**src/design/cbps_pkg.sv**
```systemverilog
`timescale 1ns / 1ps
// ----------------------------------------------------------------------------
// cbps_pkg
// Shared types and constants of the clipped blending pixel store.
// ----------------------------------------------------------------------------
package cbps_pkg;

  localparam int unsigned DEF_MAX_WIDTH  = 256;
  localparam int unsigned DEF_MAX_HEIGHT = 256;

  localparam int unsigned PIX_W     = 24;
  localparam int unsigned CFG_IDX_W = 1;
  localparam int unsigned CFG_DAT_W = 9;

  localparam logic [8:0] ALPHA_ONE = 9'd256;

  localparam logic [CFG_IDX_W-1:0] REG_FRAME_WIDTH  = 1'b0;
  localparam logic [CFG_IDX_W-1:0] REG_FRAME_HEIGHT = 1'b1;

  typedef enum logic [1:0] {
    KIND_PUT   = 2'd0,
    KIND_GET   = 2'd1,
    KIND_CLEAR = 2'd2
  } kind_e;

  typedef enum logic [1:0] {
    WSEL_ZERO  = 2'd0,
    WSEL_FILL  = 2'd1,
    WSEL_BLEND = 2'd2
  } wsel_e;

  typedef struct packed {
    logic [1:0]         kind;
    logic signed [15:0] pos_x;
    logic signed [15:0] pos_y;
    logic [7:0]         in_red;
    logic [7:0]         in_green;
    logic [7:0]         in_blue;
    logic [8:0]         blend_alpha;
  } req_t;

  typedef struct packed {
    logic [7:0] read_red;
    logic [7:0] read_green;
    logic [7:0] read_blue;
    logic       hit;
  } rsp_t;

  typedef struct packed {
    logic  load_item;
    logic  locate;
    logic  cnt_clr;
    logic  cnt_inc;
    logic  asel_cnt;
    logic  rd_en;
    logic  wr_en;
    wsel_e wsel;
    logic  load_blend;
    logic  load_rsp;
  } cmd_t;

  typedef struct packed {
    logic [1:0] kind;
    logic       hit;
    logic       full_alpha;
    logic       prod_zero;
    logic       init_last;
    logic       fill_last;
  } stat_t;

endpackage

```
**src/design/cbps_ctrl.sv**
```systemverilog
`timescale 1ns / 1ps
// ----------------------------------------------------------------------------
// cbps_ctrl
// Sequencer for put, get and clear, plus the clearing pass after reset.
// ----------------------------------------------------------------------------
module cbps_ctrl (
  input  logic            clk_i,
  input  logic            rst_ni,
  input  logic            start_i,
  input  logic [1:0]      kind_i,
  input  cbps_pkg::stat_t stat_i,
  output cbps_pkg::cmd_t  cmd_o,
  output logic            busy_o,
  output logic            done_o
);
  import cbps_pkg::*;

  typedef enum logic [6:0] {
    S_INIT   = 7'b0000001,
    S_IDLE   = 7'b0000010,
    S_LOCATE = 7'b0000100,
    S_ACCESS = 7'b0001000,
    S_DATA   = 7'b0010000,
    S_WRITE  = 7'b0100000,
    S_FILL   = 7'b1000000
  } state_e;

  state_e state_q, state_d;
  logic   done_q, done_d;

  always_comb begin
    state_d = state_q;
    done_d  = 1'b0;
    cmd_o   = '{default: '0, wsel: WSEL_FILL};
    unique case (state_q)
      S_INIT: begin
        cmd_o.wr_en    = 1'b1;
        cmd_o.wsel     = WSEL_ZERO;
        cmd_o.asel_cnt = 1'b1;
        cmd_o.cnt_inc  = 1'b1;
        if (stat_i.init_last) begin
          state_d = S_IDLE;
        end
      end
      S_IDLE: begin
        if (start_i) begin
          cmd_o.load_item = 1'b1;
          if (kind_i == KIND_PUT || kind_i == KIND_GET || kind_i == KIND_CLEAR) begin
            state_d = S_LOCATE;
          end
        end
      end
      S_LOCATE: begin
        cmd_o.locate  = 1'b1;
        cmd_o.cnt_clr = 1'b1;
        state_d       = S_ACCESS;
      end
      S_ACCESS: begin
        state_d = S_IDLE;
        if (stat_i.kind == KIND_CLEAR) begin
          if (!stat_i.prod_zero) begin
            state_d = S_FILL;
          end
        end else if (stat_i.kind == KIND_GET) begin
          cmd_o.rd_en = 1'b1;
          state_d     = S_DATA;
        end else if (stat_i.kind == KIND_PUT && stat_i.hit) begin
          if (stat_i.full_alpha) begin
            cmd_o.wr_en = 1'b1;
          end else begin
            cmd_o.rd_en = 1'b1;
            state_d     = S_DATA;
          end
        end
      end
      S_DATA: begin
        if (stat_i.kind == KIND_GET) begin
          cmd_o.load_rsp = 1'b1;
          done_d         = 1'b1;
          state_d        = S_IDLE;
        end else begin
          cmd_o.load_blend = 1'b1;
          state_d          = S_WRITE;
        end
      end
      S_WRITE: begin
        cmd_o.wr_en = 1'b1;
        cmd_o.wsel  = WSEL_BLEND;
        state_d     = S_IDLE;
      end
      S_FILL: begin
        cmd_o.wr_en    = 1'b1;
        cmd_o.asel_cnt = 1'b1;
        cmd_o.cnt_inc  = 1'b1;
        if (stat_i.fill_last) begin
          state_d = S_IDLE;
        end
      end
      default: begin
        state_d = S_IDLE;
      end
    endcase
  end

  always_ff @(posedge clk_i or negedge rst_ni) begin
    if (!rst_ni) begin
      state_q <= S_INIT;
      done_q  <= 1'b0;
    end else begin
      state_q <= state_d;
      done_q  <= done_d;
    end
  end

  assign busy_o = (state_q != S_IDLE);
  assign done_o = done_q;

endmodule

```
**config.mk**
```make
export PLATFORM = sky130hd
export DESIGN_NAME = cbps_ctrl
export DESIGN_NICKNAME = d
export VERILOG_FILES = /design/src/design/cbps_pkg.sv /design/src/design/cbps_ctrl.sv
export SDC_FILE = /design/constraint.sdc
export NUM_CORES = 1
export LEC_CHECK = 0
export BUFFER_PORTS_ARGS = -buffer_cell sky130_fd_sc_hd__buf_4
export CORE_MARGIN = 2
export CORE_UTILIZATION = 45
export DETAILED_ROUTE_END_ITERATION = 8
export PLACE_DENSITY_LB_ADDON = 0.12
export SLEW_MARGIN = 5
export SYNTH_ARGS = -nofsm -noshare
export SYNTH_HDL_FRONTEND = slang
export SYNTH_SLANG_ARGS = --single-unit
```
**constraint.sdc**
```tcl
create_clock -name clk_i -period 2.55 [get_ports clk_i]
set_clock_uncertainty 0.1 [all_clocks]
set_input_delay 0.51 -clock clk_i [delete_from_list [all_inputs] [get_ports clk_i]]
set_output_delay 0.51 -clock clk_i [all_outputs]
set_load 0.005 [all_outputs]
```
# After elaboration in Yosys (flattened, before gate mapping)
# Cells that the tools add are included.
# totals
reg_bits	8
input_bits	12
output_inout_bits	13
elab_cells	54
# classes
eq_ne	16
muxes	28
n_reduce_logical	8
# ops
cell	count
7-bit 2-to-1 mux	6
7-bit case mux with 6 select lines	1
5-bit 2-to-1 mux	3
1-bit 2-to-1 mux	10
2-bit 2-to-1 mux	5
2-bit != test (second input constant)	4
7-bit by 1-bit equality test with 1-bit output (second input constant)	1
7-bit by 2-bit equality test with 1-bit output (second input constant)	1
7-bit by 3-bit equality test with 1-bit output (second input constant)	1
7-bit by 4-bit equality test with 1-bit output (second input constant)	1
7-bit by 5-bit equality test with 1-bit output (second input constant)	1
7-bit by 6-bit equality test with 1-bit output (second input constant)	1
7-bit equality test (second input constant)	1
7-bit by 2-bit != test with 1-bit output (second input constant)	1
6-bit 2-to-1 mux	1
2-bit by 1-bit equality test with 1-bit output (second input constant)	2
2-bit equality test (second input constant)	2
2-bit zero test	2
2-bit case mux with 2 select lines	1
4-bit AND reduction	1
3-bit OR reduction	1
1-bit logical OR	2
1-bit case mux with 2 select lines	1
2-bit OR reduction	1
1-bit logical AND	1

# Longest topological paths before layout
# Gate-level depths: netlist (run 1).
# logic_depth
word_depth	6
mapped_depth	5
ltp_nobuf	4

# Least setup slack after synthesis (run 1)
# Ideal clock, no wire load.
# synth_path
kind	reg2out
from	register state_q[5]
to	output cmd_o[0] (netlist name)
t_arrival_ns	1.498
required_time_ns	1.940
setup_slack_ns	0.442
path_stages_with_launch	6
n_path_buf	2
path_cell_list	dfrtp_1 > clkbuf_1 > nor4_2 > nand2b_1 > nor4_1 > buf_4
# synth_lines
item	line	source
from (decl)	cbps_ctrl.sv:28	state_e state_q, state_d;
from (signal assigned)	cbps_ctrl.sv:110	state_q <= state_d;
to (decl)	cbps_ctrl.sv:12	output cbps_pkg::cmd_t cmd_o,

==> results.tsv, run 1 <==
metric	value	unit
Yosys warning total	0	
CTS tree	yes	
# DRC	0	
Max Freq	0.416	GHz
worst reg-to-reg setup slack	0.74	ns
core area	0.00127	mm²
final slew viol count	0	
Seq pwr share	36.1	%
worst hold path depth	3	
fill count	123	
hold path startpoint	start_i	
Worst-Margin Slew	0.334	ns
Yosys cell types	33	
hold crit path type	input pin to flop	
reg-to-reg startpoint	state_q[4]	
root buffer cell	clkbuf_4	
Post-DP Area	773	µm²
Final Hold Viols	0	
Post-Syn Area per Cell	8.48	µm²
share of cells above drive strength 1	38.3	%
CP required	1.94	ns
n_diodes	0	
peak supply drop	414	µV
power share of the clock group	22.3	%
row count	13	
CTS H-tree depth	1	
RePlAce Congestion	0.833	
leading area contributor after synthesis	dfrtp_1	
Yosys reg bits	8	
# port buffers	24	
Num CTS Buffers	3	
utilization after layout	65.4	%
cells after synthesis	71	
Reg clk slew, reported paths	0.06	ns
initial DRC count	9	
P_int	0.302	mW
EDFF count, synth	0	
count of clock tree sinks	8	
Tot GR Track Use	20.5	%
PwrDens	569	mW/mm²
vias in the first global route	470	
Switch Pwr	0.170	mW
status	complete, no violations	
commonest non-fill, non-tap cell in the layout	buf_4	
Nets	107	
chip width	40.6	µm
Post-CTS Setup Inserts	0	
Initial Util	47.4	%
Avg Vias per Cell	5.32	
final HPWL from detailed placement	1060	µm
maximum clock path buffer count	2	
# setup viols final	0	
RSZ-0062 raised after global routing	no	
most frequent cells in the layout	27 x buf_4, 7 x dfrtp_1, 6 x nor2_1, 4 x o21ai_0	
Most used DFF post-synth	dfrtp_1	
die footprint	0.00165	mm²
setup_tns	0	ns
switching portion of total power	36.1	%
Seq/Total Area, Yosys	33.5	%
R2R depth	5	
Synth area leaders	dfrtp_1 29%, buf_4 5.0%, dfstp_2 4.4%	
top fanout value on the critical path	10	
FFs w/ async S/R, synth	100	%
final instance area	830	µm²
leakage power	0.373	nW
Logic pwr share	41.6	%
post-synth top area share	29.1	%
worst flop-to-flop path endpoint	state_q[1]	
WL per Instance	13.0	µm
Worst Path Arrival	1.79	ns
Setup CP Type	flop to output port	
router iterations before antenna repair	4	
Worst setup EP type	output port	
register area	201	µm²
gr ovfl total	0	
worst-skew pair later-pin latency	0.26	ns
Multi-input gate area	363	µm²
fin crit period	2.40	ns
Vias	580	
Max-Slew Margin vs Limit	77.7	%
CP Launch Type	flop	
Synth Net Count	83	
Final ANT Viol Nets	0	
max capacitance violation total	0	
final wirelength	1420	µm
Final Cycle Share	94.3	%
global-route wire length before repair	2120	µm
synthesized cell area	602	µm²
largest net degree at the start of global routing	11	
# IOs	25	
die height	40.6	µm
Syn-to-layout area delta	37.8	%
Hold Path End	state_q[2]	
initial antenna violation count	0	
## per-stage QoR
step	hold slack, ns	power, mW	setup WS (ns)	cells
floorplan	0.114	0.281	0.442	71
global placement	0.231	0.353	0.344	104
detailed placement	0.232	0.355	0.288	104
CTS	0.370	0.470	0.0756	109
global route	0.379	0.513	0.0205	109
finish	0.379	0.472	0.146	109
## routing by layer
| layer | track usage (%) | routed length (µm) |
|---|---|---|
| met4 | 12.5 | 12 |
| met5 | 0 | 0 |
| met3 | 6.67 | 46 |
| met1 | 26.7 | 674 |
| met2 | 28.6 | 686 |
## worst max-delay path, cell delays in order, from the launching register on
cell and delay, ns:
dfrtp_1 0.49, nor4_4 0.37, nand2b_1 0.17, nor4_2 0.33, buf_4 0.17
## power by group through the flow
stage	clock (mW)	combinational [mW]	sequential, mW
after floorplan	0	0.126	0.155
after global placement	0	0.184	0.169
after detailed placement	0	0.187	0.168
after CTS	0.109	0.194	0.168
after global routing	0.121	0.219	0.173
final	0.105	0.196	0.171
## state kept, by name, indices dropped and copies added (netlist names)
name and flops:
state_q 7, done_o 1
## kinds of logic (layout without fill, tap and decap cells)
group	count (synthesis)	count (layout)	synth area share [%]
XOR/XNOR	2	2	2.91
multiplexers	1	1	1.66
buffers and inverters	11	34	9.56
flip-flops	8	8	33.5
AO/OA/AOI/OAI	10	10	10.4
AND/OR/NAND/NOR	39	39	42.0
## synth_stat cells, types with 2 or more instances
master	number
nand2b_1	3
buf_4	4
clkbuf_1	4
nor2_1	6
o21ai_0	4
and3_1	2
nand2_1	3
inv_1	2
nand4b_1	3
nand3_1	2
nor4b_1	3
nor4_1	3
dfrtp_1	7
nor3b_1	3
nor3_1	4
## worst max path at each step
stage	from	end	slack, ns
floorplan	state_q[5]	cmd_o[0]	0.44
global placement	state_q[5]	cmd_o[0]	0.34
detailed placement	state_q[5]	cmd_o[0]	0.29
CTS	state_q[5]	cmd_o[0]	0.08
global route	state_q[5]	cmd_o[5]	0.02
finish	state_q[5]	cmd_o[0]	0.15
## repair_timing
| action | 4_1_cts | 5_1_grt |
|---|---|---|
| setup endpoints to repair | 1 | 2 |
| gates resized for setup | 1 | 2 |
| hold endpoints to repair | 7 | 0 |
| hold buffers | 1 | 0 |
## cell type report
cell class,instances,share of cell area [%]
multi-input combinational,52,43.7
timing repair buffer,28,25.6
inverter,2,0.905
clock buffer,4,3.17
tap,15,2.26
sequential,8,24.3
Note: power is estimated with default switching activity, not from simulation.
==> run 2: changes to the inputs <==
REMOVE_ABC_BUFFERS = 1   (was unset)
==> run 2 against run 1 <==
Compared with the run above:
- combinational power down 13%
- sequential power rose by 6%
- setup slack got worse by 0.042 ns
- critical path depth is the same
- total power shrank 1.8%
- register-to-register slack worse by 0.02 ns
- cell count decreased by 0.92%
- sequential share of layout area up 0.68 points
- via count is 8.3% higher
- count of clock-buffer cells in the layout stayed put
- utilization decreased by 1.8 points
==> results.tsv, run 2 (synthesis results as in run 1) <==
metric	value	unit	change
status	complete, no violations		unchanged
Num CTS Buffers	3		unchanged
max reg flops	7		unchanged
leakage power	0.362	nW	was 0.373 nW
final wirelength	1420	µm	about the same
# IOs	25		unchanged
CP required	1.94	ns	about the same
die footprint	0.00165	mm²	unchanged
most frequent cells in the layout	26 x buf_4, 7 x dfrtp_1, 6 x nor2_1, 4 x o21ai_0		was 27 x buf_4, 7 x dfrtp_1, 6 x nor2_1, 4 x o21ai_0
max capacitance violation total	0		unchanged
Final ANT Viol Nets	0		unchanged
Syn-to-layout area delta	34.1	%	was 37.8%
count of clock tree sinks	8		unchanged
top sig layer	met4		unchanged
final HPWL from detailed placement	1070	µm	was 1060 µm
Max Freq	0.409	GHz	was 0.416 GHz
CP max stage cell	dfrtp_1		unchanged
Inst Count DP	103		was 104
maximum clock path buffer count	2		unchanged
Initial Util	47.4	%	unchanged
gr ovfl total	0		unchanged
Final Cycle Share	95.9	%	was 94.3%
n_diodes	0		unchanged
Post-CTS Setup Inserts	0		unchanged
Pwr Total	0.463	mW	was 0.472 mW
Worst-Margin Slew	0.418	ns	was 0.334 ns
initial DRC count	16		was 9
RePlAce Congestion	0.789		was 0.833
global-route wire length before repair	2100	µm	was 2120 µm
PwrDens	574	mW/mm²	was 569 mW/mm²
setup slack after layout	0.103	ns	was 0.146 ns
DP Worst Slack	0.315	ns	was 0.288 ns
Nets	106		was 107
vias in the first global route	545		was 470
WL per Instance	13.1	µm	was 13.0 µm
Worst Path Arrival	1.84	ns	was 1.79 ns
peak supply drop	320	µV	was 414 µV
metal2 WL	676	µm	was 686 µm
Max-Slew Margin vs Limit	72.1	%	was 77.7%
worst-skew pair later-pin latency	0.26	ns	about the same
largest net degree at the start of global routing	12		was 11
initial antenna violation count	0		unchanged
die height	40.6	µm	unchanged
Worst setup EP type	output port		unchanged
top fanout value on the critical path	11		was 10
Tot GR Track Use	19.5	%	was 20.5%
CTS tree	yes		unchanged
CP Launch Type	flop		unchanged
Setup CP Type	flop to output port		unchanged
commonest non-fill, non-tap cell in the layout	buf_4		unchanged
met3 WL post-DR	84	µm	was 46 µm
CP cell instances	nor3_2 -> nand2b_1 -> or3_1 -> buf_4		was nor4_4 -> nand2b_1 -> nor4_2 -> buf_4
Reg clk slew, reported paths	0.06	ns	about the same
final slew viol count	0		unchanged
Avg Vias per Cell	5.81		was 5.32
chip width	40.6	µm	unchanged
Largest Register	state_q		unchanged
core area	0.00127	mm²	unchanged
hold crit path type	input pin to flop		unchanged
root buffer cell	clkbuf_4		unchanged
fin cells	108		was 109
max incr delay on CP	0.53	ns	was 0.49 ns
# DRC	0		unchanged
Final Hold Viols	0		unchanged
CTS H-tree depth	1		unchanged
Vias	628		was 580
# port buffers	24		unchanged
fin crit period	2.45	ns	was 2.40 ns
M1 WL	594	µm	was 674 µm
router iterations before antenna repair	4		unchanged
RSZ-0062 raised after global routing	no		unchanged
row count	13		unchanged
share of cells above drive strength 1	36.6	%	was 38.3%
# setup viols final	0		unchanged
setup_tns	0	ns	unchanged
-- run 2: final cells by class --
cell class                      count  area, µm²
Fill cell                         123        462
Multi-Input combinational cell     52        348
Timing Repair Buffer               27        205
Sequential cell                     8        201
Clock buffer                        4       26.3
Tap cell                           15       18.8
Inverter                            2       7.51
-- run 2: worst paths after layout --
path | slack [ns] | endpoint | cells past startpoint | from
worst max-delay path | 0.10 | cmd_o[2] | 4 | state_q[3]
worst min-delay path | 0.37 | state_q[0] | 3 | stat_i[1]
worst max register to register | 0.72 | state_q[1] | 5 | state_q[4]
worst min register to register | 0.52 | state_q[0] | 1 | state_q[5]
max in group asynchronous | 1.63 | state_q[0] | 2 | rst_ni
min in group asynchronous | 0.50 | done_o | 2 | rst_ni
-- run 2: worst max-delay path, delay by kind of cell, from the launching register on --
| kind | cells | cell delay, ns |
|---|---|---|
| buffers and inverters | 1 | 0.14 |
| AND/OR/NAND/NOR | 3 | 0.91 |
| flip-flops | 1 | 0.53 |
-- run 2: through the flow --
step	utilization, %	area, µm²	hold WS, ns
2_1_floorplan	-	552	0.114
5_1_grt	63.6	807	0.397
4_1_cts	63.2	802	0.379
3_5_place_dp	60.4	766	0.237
6_report	63.6	807	0.373
3_3_place_gp	60.4	766	0.234
-- run 2: power breakdown --
group	switching (mW)	total [mW]	internal, mW
clock	0.0503	0.111	0.0603
sequential	0.0394	0.182	0.142
combinational	0.0796	0.171	0.0915
total	0.169	0.463	0.294
-- run 2: what timing repair did --
action	CTS	global route
hold buffers	1	0
setup endpoints to repair	0	4
gates resized for setup	0	1
endpoints found under the hold margin	7	0
-- run 2: metal layers --
| layer | up-vias | global-route usage (%) |
|---|---|---|
| met5 | - | 0 |
| met4 | 0 | 14.2 |
| met3 | 9 | 1.67 |
| met2 | 30 | 34.1 |
| met1 | 287 | 21.5 |
| li1 | 302 | - |
